==> config.mk <==
export PLATFORM = sky130hd
export DESIGN_NAME = sample_key_map_resolver
export DESIGN_NICKNAME = d
export VERILOG_FILES = /design/src/sv/skm_pkg.sv /design/src/sv/skm_ram.sv /design/src/sv/skm_search.sv /design/src/sv/skm_rate.sv /design/src/sv/sample_key_map_resolver.sv
export SDC_FILE = /design/constraint.sdc
export NUM_CORES = 1
export LEC_CHECK = 0
export BUFFER_PORTS_ARGS = -buffer_cell sky130_fd_sc_hd__buf_2
export CAP_MARGIN = 25
export CORE_ASPECT_RATIO = 0.8
export CORE_MARGIN = 2
export CORE_UTILIZATION = 50
export DETAILED_ROUTE_END_ITERATION = 16
export GPL_TIMING_DRIVEN = 1
export PLACE_DENSITY = 0.67
export SETUP_SLACK_MARGIN = 0.15
export SLEW_MARGIN = 20
export SYNTH_ARGS = -nofsm -noshare
export SYNTH_HDL_FRONTEND = slang
export SYNTH_SLANG_ARGS = --single-unit
==> constraint.sdc <==
create_clock -name clock -period 39.7 [get_ports clock]
set_input_delay 5.955 -clock clock [delete_from_list [all_inputs] [get_ports clock]]
set_output_delay 5.955 -clock clock [all_outputs]
set_load 0.05 [all_outputs]
==> src/sv/skm_pkg.sv <==
// shared types, codes and the semitone table of the sample key map resolver
`default_nettype none

package skm_pkg;

   // request opcodes
   localparam logic [1:0] OP_MARK    = 2'd0;
   localparam logic [1:0] OP_CLEAR   = 2'd1;
   localparam logic [1:0] OP_RESOLVE = 2'd2;

   // rate arithmetic constants
   localparam logic [8:0] DIST_BIAS    = 9'd132;  // eleven octaves of semitones
   localparam logic [7:0] RECIP_TWELVE = 8'd171;  // 2048/12 rounded up
   localparam int         RECIP_SHIFT  = 11;
   localparam int         OCT_W        = 5;
   localparam logic [4:0] OCT_BIAS     = 5'd11;
   localparam int         SEMI_W       = 4;
   localparam int         TABLE_W      = 21;

   // one request as it arrives
   typedef struct packed {
      logic [1:0] opcode;
      logic [6:0] key;
      logic       layer;
   } req_type;

   // one result as it leaves
   typedef struct packed {
      logic [6:0]  ref_key;
      logic [31:0] rate;
      logic        status;
   } rsp_type;

   // outcome of the presence word search
   typedef struct packed {
      logic       own_hit;
      logic       lower_found;
      logic [6:0] lower;
      logic       upper_found;
      logic [6:0] upper;
   } search_type;

   // sequencer states
   typedef enum logic [2:0] {
      ST_IDLE,
      ST_LOOKUP,
      ST_PICK,
      ST_SCALE,
      ST_EMIT
   } state_type;

   // 2^(s/12) in Q1.20, rounded to nearest
   function automatic logic [TABLE_W-1:0] semitone_q20(input logic [SEMI_W-1:0] s);
      logic [TABLE_W-1:0] t;
      case (s)
         4'd0:    t = 21'd1048576;
         4'd1:    t = 21'd1110928;
         4'd2:    t = 21'd1176987;
         4'd3:    t = 21'd1246974;
         4'd4:    t = 21'd1321123;
         4'd5:    t = 21'd1399681;
         4'd6:    t = 21'd1482910;
         4'd7:    t = 21'd1571089;
         4'd8:    t = 21'd1664511;
         4'd9:    t = 21'd1763488;
         4'd10:   t = 21'd1868350;
         4'd11:   t = 21'd1979448;
         default: t = '0;
      endcase
      return t;
   endfunction

endpackage

`default_nettype wire

==> src/sv/skm_ram.sv <==
// generic single-port-write, registered-read ram
`default_nettype none

module skm_ram #(
   parameter int WIDTH = 128,
   parameter int DEPTH = 2
) (
   input  wire logic                                   clock,
   input  wire logic                                   wr_en,
   input  wire logic [(DEPTH > 1 ? $clog2(DEPTH) : 1)-1:0] wr_addr,
   input  wire logic [WIDTH-1:0]                       wr_data,
   input  wire logic                                   rd_en,
   input  wire logic [(DEPTH > 1 ? $clog2(DEPTH) : 1)-1:0] rd_addr,
   output logic      [WIDTH-1:0]                       rd_data
);

   logic [WIDTH-1:0] mem_ff [DEPTH];
   logic [WIDTH-1:0] rd_data_ff;

   // write port
   always_ff @(posedge clock) begin
      if (wr_en) begin
         mem_ff[wr_addr] <= wr_data;
      end
   end

   // registered read port
   always_ff @(posedge clock) begin
      if (rd_en) begin
         rd_data_ff <= mem_ff[rd_addr];
      end
   end

   assign rd_data = rd_data_ff;

endmodule

`default_nettype wire

==> src/sv/skm_search.sv <==
// nearest loaded key search over one layer's presence word
`default_nettype none

module skm_search #(
   parameter int KEY_COUNT = 128
) (
   input  wire logic [KEY_COUNT-1:0] word,
   input  wire logic [6:0]           key,
   output skm_pkg::search_type       result
);

   localparam int KEY_IDX_W = $clog2(KEY_COUNT);

   logic key_ok;

   assign key_ok = {1'b0, key} < 8'(KEY_COUNT);

   // own bit, then priority encoders below and above the key
   always_comb begin
      result = '0;
      result.own_hit = key_ok && word[key[KEY_IDX_W-1:0]];
      // highest set bit below the key
      for (int k = 0; k < KEY_COUNT; k++) begin
         if (word[k] && (7'(k) < key)) begin
            result.lower_found = 1'b1;
            result.lower       = 7'(k);
         end
      end
      // lowest set bit above the key
      for (int k = KEY_COUNT - 1; k >= 0; k--) begin
         if (word[k] && (7'(k) > key)) begin
            result.upper_found = 1'b1;
            result.upper       = 7'(k);
         end
      end
   end

endmodule

`default_nettype wire

==> src/sv/skm_rate.sv <==
// playback rate unit: octave split of the distance, then table lookup and shift
`default_nettype none

module skm_rate (
   input  wire logic              clock,
   input  wire logic              load,
   input  wire logic signed [7:0] delta,
   output logic [31:0]            rate
);

   logic [skm_pkg::OCT_W-1:0]   oct_ff, oct_in;
   logic [skm_pkg::SEMI_W-1:0]  semi_ff, semi_in;
   logic [8:0]                  biased;
   logic [15:0]                 prod;
   logic [8:0]                  rem;
   logic [skm_pkg::TABLE_W-1:0] step;
   logic [3:0]                  shl;
   logic [3:0]                  shr;

   // split biased distance into octave and semitone by reciprocal multiply
   always_comb begin
      biased  = {delta[7], delta} + skm_pkg::DIST_BIAS;
      prod    = 16'(biased * skm_pkg::RECIP_TWELVE);
      oct_in  = prod[skm_pkg::RECIP_SHIFT +: skm_pkg::OCT_W];
      rem     = biased - {oct_in, 3'b000} - {2'b00, oct_in, 2'b00};
      semi_in = rem[skm_pkg::SEMI_W-1:0];
   end

   always_ff @(posedge clock) begin
      if (load) begin
         oct_ff  <= oct_in;
         semi_ff <= semi_in;
      end
   end

   // scale the semitone step by whole octaves, rounding half up going down
   always_comb begin
      step = skm_pkg::semitone_q20(semi_ff);
      shl  = 4'(oct_ff - skm_pkg::OCT_BIAS);
      shr  = 4'(skm_pkg::OCT_BIAS - oct_ff);
      if (oct_ff >= skm_pkg::OCT_BIAS) begin
         rate = 32'(step) << shl;
      end else begin
         rate = (32'(step) + (32'd1 << (shr - 4'd1))) >> shr;
      end
   end

endmodule

`default_nettype wire

==> src/sv/sample_key_map_resolver.sv <==
// top level of the sample key map resolver
//
// Keeps one presence word per layer in a ram (row = layer, bit = key).
// Requests enter on req_cmd and are taken at a clock edge where start is
// high and busy is low. Mark and clear requests read the layer's word,
// set or clear one bit and write it back; they give no result and keep
// busy high for one cycle.
// A resolve request reads the word, searches for the own key or the
// nearest loaded key below and above (upper wins a tie), then splits the
// distance into octave and semitone and scales a semitone table entry.
// Its result appears on rsp_data with rsp_strobe high for exactly one cycle,
// after the ram read, search, pick, rate unit and result registers in turn;
// busy stays high until the result is registered, so a new resolve is not
// taken while one is in progress.
// The result register holds the result apart from the request side, so a
// new request may be taken in the cycle the strobe is shown. The receiver
// cannot stall and must take each result in its strobe cycle.
// Reset clears the sequencer and the per-layer valid bits, so every layer
// reads as empty at once; no clearing pass is needed.
`default_nettype none

module sample_key_map_resolver #(
   parameter int KEY_COUNT   = 128,
   parameter int LAYER_COUNT = 2
) (
   input  wire logic             clock,
   input  wire logic             reset,
   input  wire logic             start,
   output logic                  busy,
   input  wire skm_pkg::req_type req_cmd,
   output logic                  rsp_strobe,
   output skm_pkg::rsp_type      rsp_data
);

   localparam int ADDR_W    = LAYER_COUNT > 1 ? $clog2(LAYER_COUNT) : 1;
   localparam int KEY_IDX_W = $clog2(KEY_COUNT);

   skm_pkg::state_type  state_ff, state_in;
   skm_pkg::req_type    cmd_ff, cmd_in;
   logic [LAYER_COUNT-1:0] row_valid_ff, row_valid_in;
   skm_pkg::search_type srch_ff, srch_in;
   logic [6:0]          target_ff, target_in;
   logic signed [7:0]   dist_ff, dist_in;
   logic                none_ff, none_in;
   skm_pkg::rsp_type    rsp_ff, rsp_in;
   logic                rsp_strobe_ff, rsp_strobe_in;

   logic                req_layer_ok;
   logic                layer_ok;
   logic                key_ok;
   logic [ADDR_W-1:0]   rd_addr;
   logic [ADDR_W-1:0]   row_addr;
   logic                rd_en;
   logic                wr_en;
   logic [KEY_COUNT-1:0] rd_data;
   logic [KEY_COUNT-1:0] word;
   logic [KEY_COUNT-1:0] wr_data;
   logic                scale_load;
   logic [31:0]         rate;
   logic [6:0]          gap_lower;
   logic [6:0]          gap_upper;

   // layer and key range checks
   assign req_layer_ok = (LAYER_COUNT > 1) || (req_cmd.layer == 1'b0);
   assign layer_ok     = (LAYER_COUNT > 1) || (cmd_ff.layer == 1'b0);
   assign key_ok       = {1'b0, cmd_ff.key} < 8'(KEY_COUNT);
   assign rd_addr      = req_layer_ok ? ADDR_W'(req_cmd.layer) : '0;
   assign row_addr     = layer_ok ? ADDR_W'(cmd_ff.layer) : '0;

   // presence word store
   skm_ram #(
      .WIDTH (KEY_COUNT),
      .DEPTH (LAYER_COUNT)
   ) u_map (
      .clock   (clock),
      .wr_en   (wr_en),
      .wr_addr (row_addr),
      .wr_data (wr_data),
      .rd_en   (rd_en),
      .rd_addr (rd_addr),
      .rd_data (rd_data)
   );

   // a row never written since reset reads as empty
   assign word = (layer_ok && row_valid_ff[row_addr]) ? rd_data : '0;

   // modified word for mark and clear
   always_comb begin
      wr_data = word;
      wr_data[cmd_ff.key[KEY_IDX_W-1:0]] = (cmd_ff.opcode == skm_pkg::OP_MARK);
   end

   // nearest key search
   skm_search #(
      .KEY_COUNT (KEY_COUNT)
   ) u_search (
      .word   (word),
      .key    (cmd_ff.key),
      .result (srch_in)
   );

   // octave and semitone scaling
   skm_rate u_rate (
      .clock (clock),
      .load  (scale_load),
      .delta (dist_ff),
      .rate  (rate)
   );

   assign gap_lower = cmd_ff.key - srch_ff.lower;
   assign gap_upper = srch_ff.upper - cmd_ff.key;

   // sequencer: next state and datapath controls
   always_comb begin
      state_in      = state_ff;
      cmd_in        = cmd_ff;
      row_valid_in  = row_valid_ff;
      target_in     = target_ff;
      dist_in       = dist_ff;
      none_in       = none_ff;
      rsp_in        = rsp_ff;
      rsp_strobe_in = 1'b0;
      rd_en         = 1'b0;
      wr_en         = 1'b0;
      scale_load    = 1'b0;
      case (state_ff)
         skm_pkg::ST_IDLE: begin
            if (start) begin
               cmd_in   = req_cmd;
               rd_en    = 1'b1;
               state_in = skm_pkg::ST_LOOKUP;
            end
         end
         skm_pkg::ST_LOOKUP: begin
            state_in = skm_pkg::ST_IDLE;
            if (cmd_ff.opcode inside {skm_pkg::OP_MARK, skm_pkg::OP_CLEAR}) begin
               if (layer_ok && key_ok) begin
                  wr_en                  = 1'b1;
                  row_valid_in[row_addr] = 1'b1;
               end
            end else if (cmd_ff.opcode == skm_pkg::OP_RESOLVE) begin
               state_in = skm_pkg::ST_PICK;
            end
         end
         skm_pkg::ST_PICK: begin
            none_in = 1'b0;
            if (srch_ff.own_hit) begin
               target_in = cmd_ff.key;
            end else if (!srch_ff.lower_found && !srch_ff.upper_found) begin
               target_in = '0;
               none_in   = 1'b1;
            end else if (!srch_ff.lower_found) begin
               target_in = srch_ff.upper;
            end else if (!srch_ff.upper_found) begin
               target_in = srch_ff.lower;
            end else if (gap_lower < gap_upper) begin
               target_in = srch_ff.lower;
            end else begin
               target_in = srch_ff.upper;
            end
            dist_in  = $signed({1'b0, cmd_ff.key} - {1'b0, target_in});
            state_in = skm_pkg::ST_SCALE;
         end
         skm_pkg::ST_SCALE: begin
            scale_load = 1'b1;
            state_in   = skm_pkg::ST_EMIT;
         end
         skm_pkg::ST_EMIT: begin
            rsp_strobe_in = 1'b1;
            if (none_ff) begin
               rsp_in.ref_key = '0;
               rsp_in.rate    = '0;
               rsp_in.status  = 1'b1;
            end else begin
               rsp_in.ref_key = target_ff;
               rsp_in.rate    = rate;
               rsp_in.status  = 1'b0;
            end
            state_in = skm_pkg::ST_IDLE;
         end
         default: begin
            state_in = skm_pkg::ST_IDLE;
         end
      endcase
   end

   // control registers
   always_ff @(posedge clock) begin
      if (reset) begin
         state_ff      <= skm_pkg::ST_IDLE;
         row_valid_ff  <= '0;
         rsp_strobe_ff <= 1'b0;
      end else begin
         state_ff      <= state_in;
         row_valid_ff  <= row_valid_in;
         rsp_strobe_ff <= rsp_strobe_in;
      end
   end

   // payload registers
   always_ff @(posedge clock) begin
      cmd_ff    <= cmd_in;
      srch_ff   <= srch_in;
      target_ff <= target_in;
      dist_ff   <= dist_in;
      none_ff   <= none_in;
      rsp_ff    <= rsp_in;
   end

   assign busy       = (state_ff != skm_pkg::ST_IDLE);
   assign rsp_strobe = rsp_strobe_ff;
   assign rsp_data   = rsp_ff;

endmodule

`default_nettype wire

==> summary.txt <==
Synth
  – FFs w/ async S/R, synth: 0%
  – Net Count, Synth: 3441
  – Top_reg_cell synth: edfxtp_1
  – Cells after Synth: 3309
  – YS warnings: 0
  – Seq/Total Area, Yosys: 43.4%
  – Post-Synthesis Cell Area: 33800 um2
  – Average size of a mapped cell: 10.2 um2
  – Seq cells post-synth: 503
  – Number of synthesized flops with an enable pin: 459
  – Yosys cell types: 117

Die
  – Row count: 85
  – Initial core utilization: 50.4%
  – Die W: 295 um
  – DIE HEIGHT: 237 um
  – Die area: 69700 um2
  – # IOs: 55
  – Core Area: 67100 um2

Timing
  – Slew @ Worst Pin: 1160 ps
  – FMAX: 131 MHz
  – Post-layout min period: 7640 ps
  – # setup viols final: 0
  – Final Hold Fails: 0
  – Slew headroom: 21.9%
  – Tcrit/Tclk final: 19.2%
  – Setup TNS Final: 0 ps
  – RSZ-0062 raised after global routing: no
  – Clk_skew: 30.3 ps
  – Final slew viol count: 0
  – Post-route setup slack: 32060 ps

GRT
  – Gr ovfl total: 0
  – Largest net degree at the start of global routing: 130
  – Initial antenna violation count: 12
  – Number of global-route vias before repair: 27700
  – Total track usage: 38.4%
  – First-pass GRT wire length: 196000 um

Clocking
  – H-Tree Depth: 2
  – Clk buf depth: 3
  – Clock Sinks: 503
  – CTS root buffer: clkbuf_16
  – Clock slew seen by the registers of the worst setup and hold paths: 60 ps
  – Post-cts sizing count: 0
  – Post-CTS setup buffers: 0
  – Hold Buf Count CTS: 0
  – CTS tree: built
  – Worst-Skew Late Latency: 650 ps
  – Num CTS Buffers: 52

Routing
  – Wire length per cell: 32.3 um
  – DR vias/cell: 7.12
  – Via count: 30000
  – DR iter-0 viols: 4811
  – Pre-antenna DRT Iters: 9
  – DRC errors left: 0
  – Final WL: 136000 um
  – Final ANT Viol Nets: 0

Pwr
  – Maximum VDD drop: 0.0498 mV
  – Clock power share: 30.1%
  – P_sw: 575 uW
  – Leakage: 0.0129 uW
  – Seq pwr share: 38.7%
  – Net Sw Frac: 34.1%
  – Pwr Density: 46.1 nW/um2
  – Comb pwr share: 31.3%
  – Int Pwr: 1110 uW

Worst setup path
  – CP arrival: 1680 ps
  – Critical path's slowest cell: or3_1
  – Crit Path Max Fanout: 7
  – CP peak stage delay: 460 ps
  – Critical Path End Type: output pin
  – Buf/Inv on CP: 1
  – Critical path cell sequence: or3_1 > buf_2
  – Crit path launch type: flip-flop
  – Crit Path Class: flip-flop to output pin
  – Data required, critical path: 33740 ps
  – CP delay by family, top: simple AND/OR/NAND/NOR gates

Place
  – Pre-CTS WS: 31580 ps
  – GP Congestion: 1.08
  – PortBufs: 54
  – Final HPWL DP: 97100 um

Finish
  – Layout area overhead: 8.06%
  – Share of cells above drive strength 1: 14.1%
  – Fin nets: 3384

Flow run
  – Max-cap violation count: 0

Worst hold path
  – Worst hold-check path type: flip-flop to flip-flop

Run status
  – Status: finished, final reports clean
## through the flow
stage	utilization (%)	total power [uW]	instances	hold WS, ps	cell area, um2
after floorplan	-	1020	3309	454	33800
after global placement	51.8	1150	4111	509	34700
after detailed placement	51.8	1170	4111	530	34700
after CTS	54.4	1670	4207	527	36500
after global routing	54.4	1750	4209	545	36500
final	54.4	1690	4209	530	36500
## logic make-up (layout without fill, tap and decap cells)
group / count (synthesis) / after routing / synth area share, %
other: 0 / 2 / 0
XOR/XNOR: 54 / 54 / 1.40
AO/OA/AOI/OAI: 1030 / 1030 / 20.6
adder cells (fa/ha/maj): 119 / 119 / 4.81
flip-flops: 503 / 503 / 43.4
buffers and inverters: 325 / 310 / 4.39
multiplexers: 275 / 275 / 10.4
AND/OR/NAND/NOR: 1003 / 1003 / 15.0
## worst reg2reg max path, cell delays in order, from the launching register on
cell	delay, ps
edfxtp_1	520
inv_1	180
ha_1	450
inv_1	130
ha_1	350
fa_1	520
fa_1	530
fa_1	500
ha_1	320
a21o_1	190
a21o_1	170
a21oi_1	290
nand2_1	240
xor2_1	260
ha_1	240
xnor2_1	460
o21ai_0	180
o21ai_0	180
nor2_1	60
a221oi_1	290
o211ai_1	150
buf_4	250
nand2b_1	420
o221ai_1	320
## final timing paths
check | cells after the start | from | slack (ps) | end
max | 2 | state_ff[2] | 32060 | busy
min reg2reg | 1 | u_map.mem_ff[0][0] | 530 | u_map.rd_data[0]
max reg2reg | 23 | dist_ff[2] | 32430 | u_rate.step[0]
min | 1 | u_map.mem_ff[0][0] | 530 | u_map.rd_data[0]
## cell usage in the layout (no fill, tap or decap), types with 27 or more instances in the layout
cell type / count
o31ai_1: 49
and3_1: 31
inv_1: 88
dfxtp_1: 44
o22ai_1: 46
a31oi_1: 52
o211ai_1: 95
nand2_1: 274
clkbuf_16: 55
mux2_2: 139
nor3_1: 69
nand4_1: 27
mux2i_1: 86
edfxtp_1: 459
nand3_1: 108
o21a_1: 28
and2_1: 31
xnor2_1: 36
mux4_2: 48
a211oi_1: 38
buf_2: 53
nor2b_1: 40
a21oi_1: 173
o21ai_0: 211
nor2_1: 226
ha_1: 101
o21ai_1: 32
buf_4: 63
## registers in the layout (all words and copies together), names as in the netlist, 2 cells and up
| name | flops |
|---|---|
| u_rate.step | 21 |
| u_map.mem_ff | 256 |
| u_rate.semi_ff | 4 |
| u_map.rd_data | 128 |
| row_valid_ff | 2 |
| u_rate.oct_ff | 5 |
| rsp_data | 40 |
| dist_ff | 8 |
| target_ff | 7 |
| srch_ff | 17 |
| cmd_ff | 9 |
| state_ff | 3 |
## routing by layer
layer  vias to the layer above  share of wire [%]  wire (um)  GRT usage (%)
li1                      12700                  -          -              -
met1                     14800                 44      59500           58.5
met5                         -              0.076        103          0.836
met2                      2141                 39      52400           49.9
met3                       278                 14      19300           13.7
met4                         6                3.4       4690           12.2
## synth_stat cells, drive strengths merged (17+ instances only)
library cell  count  area [um2]
and3             31         194
a21boi           26         195
a31oi            52         325
nand3b           17         128
o21bai           19         143
o22ai            46         288
inv              89         334
and2             32         200
fa               18         360
clkbuf          112         420
a211oi           38         285
mux4             48        1080
nor2b            40         250
o21a             28         210
o2111ai          19         173
nand2b           26         163
a21oi           177         901
nor2            230         873
nor4             22         144
mux2            140        1580
dfxtp            44         881
nand3           109         546
a311oi           17         155
nand2           276        1040
nor3             71         360
or3              19         119
buf             121         719
o31ai            51         402
xnor2            36         315
o311ai           17         156
o211ai           96         726
o21ai           247        1250
a22oi            19         143
ha              101        1260
nand4            28         181
a21o             26         195
or2              32         200
edfxtp          459       13800
xor2             18         158
mux2i            87         871
## power groups by stage
stage	Combinational (uW)	Clock, uW	Sequential (uW)
CTS	513	510	649
floorplan	367	0	649
detailed placement	507	0	660
global placement	488	0	659
global route	570	530	652
finish	527	507	652
## area by class of cell
class | instances | area, um2
flip-flops and latches | 503 | 14700
clock buffers | 66 | 1460
well taps | 913 | 1140
multi-input cells | 2481 | 17700
fillers | 5855 | 30600
clock inverters | 30 | 307
repair buffers | 122 | 850
inverters | 92 | 345
diodes | 2 | 5.00
Power figures use the tool's default switching activity.
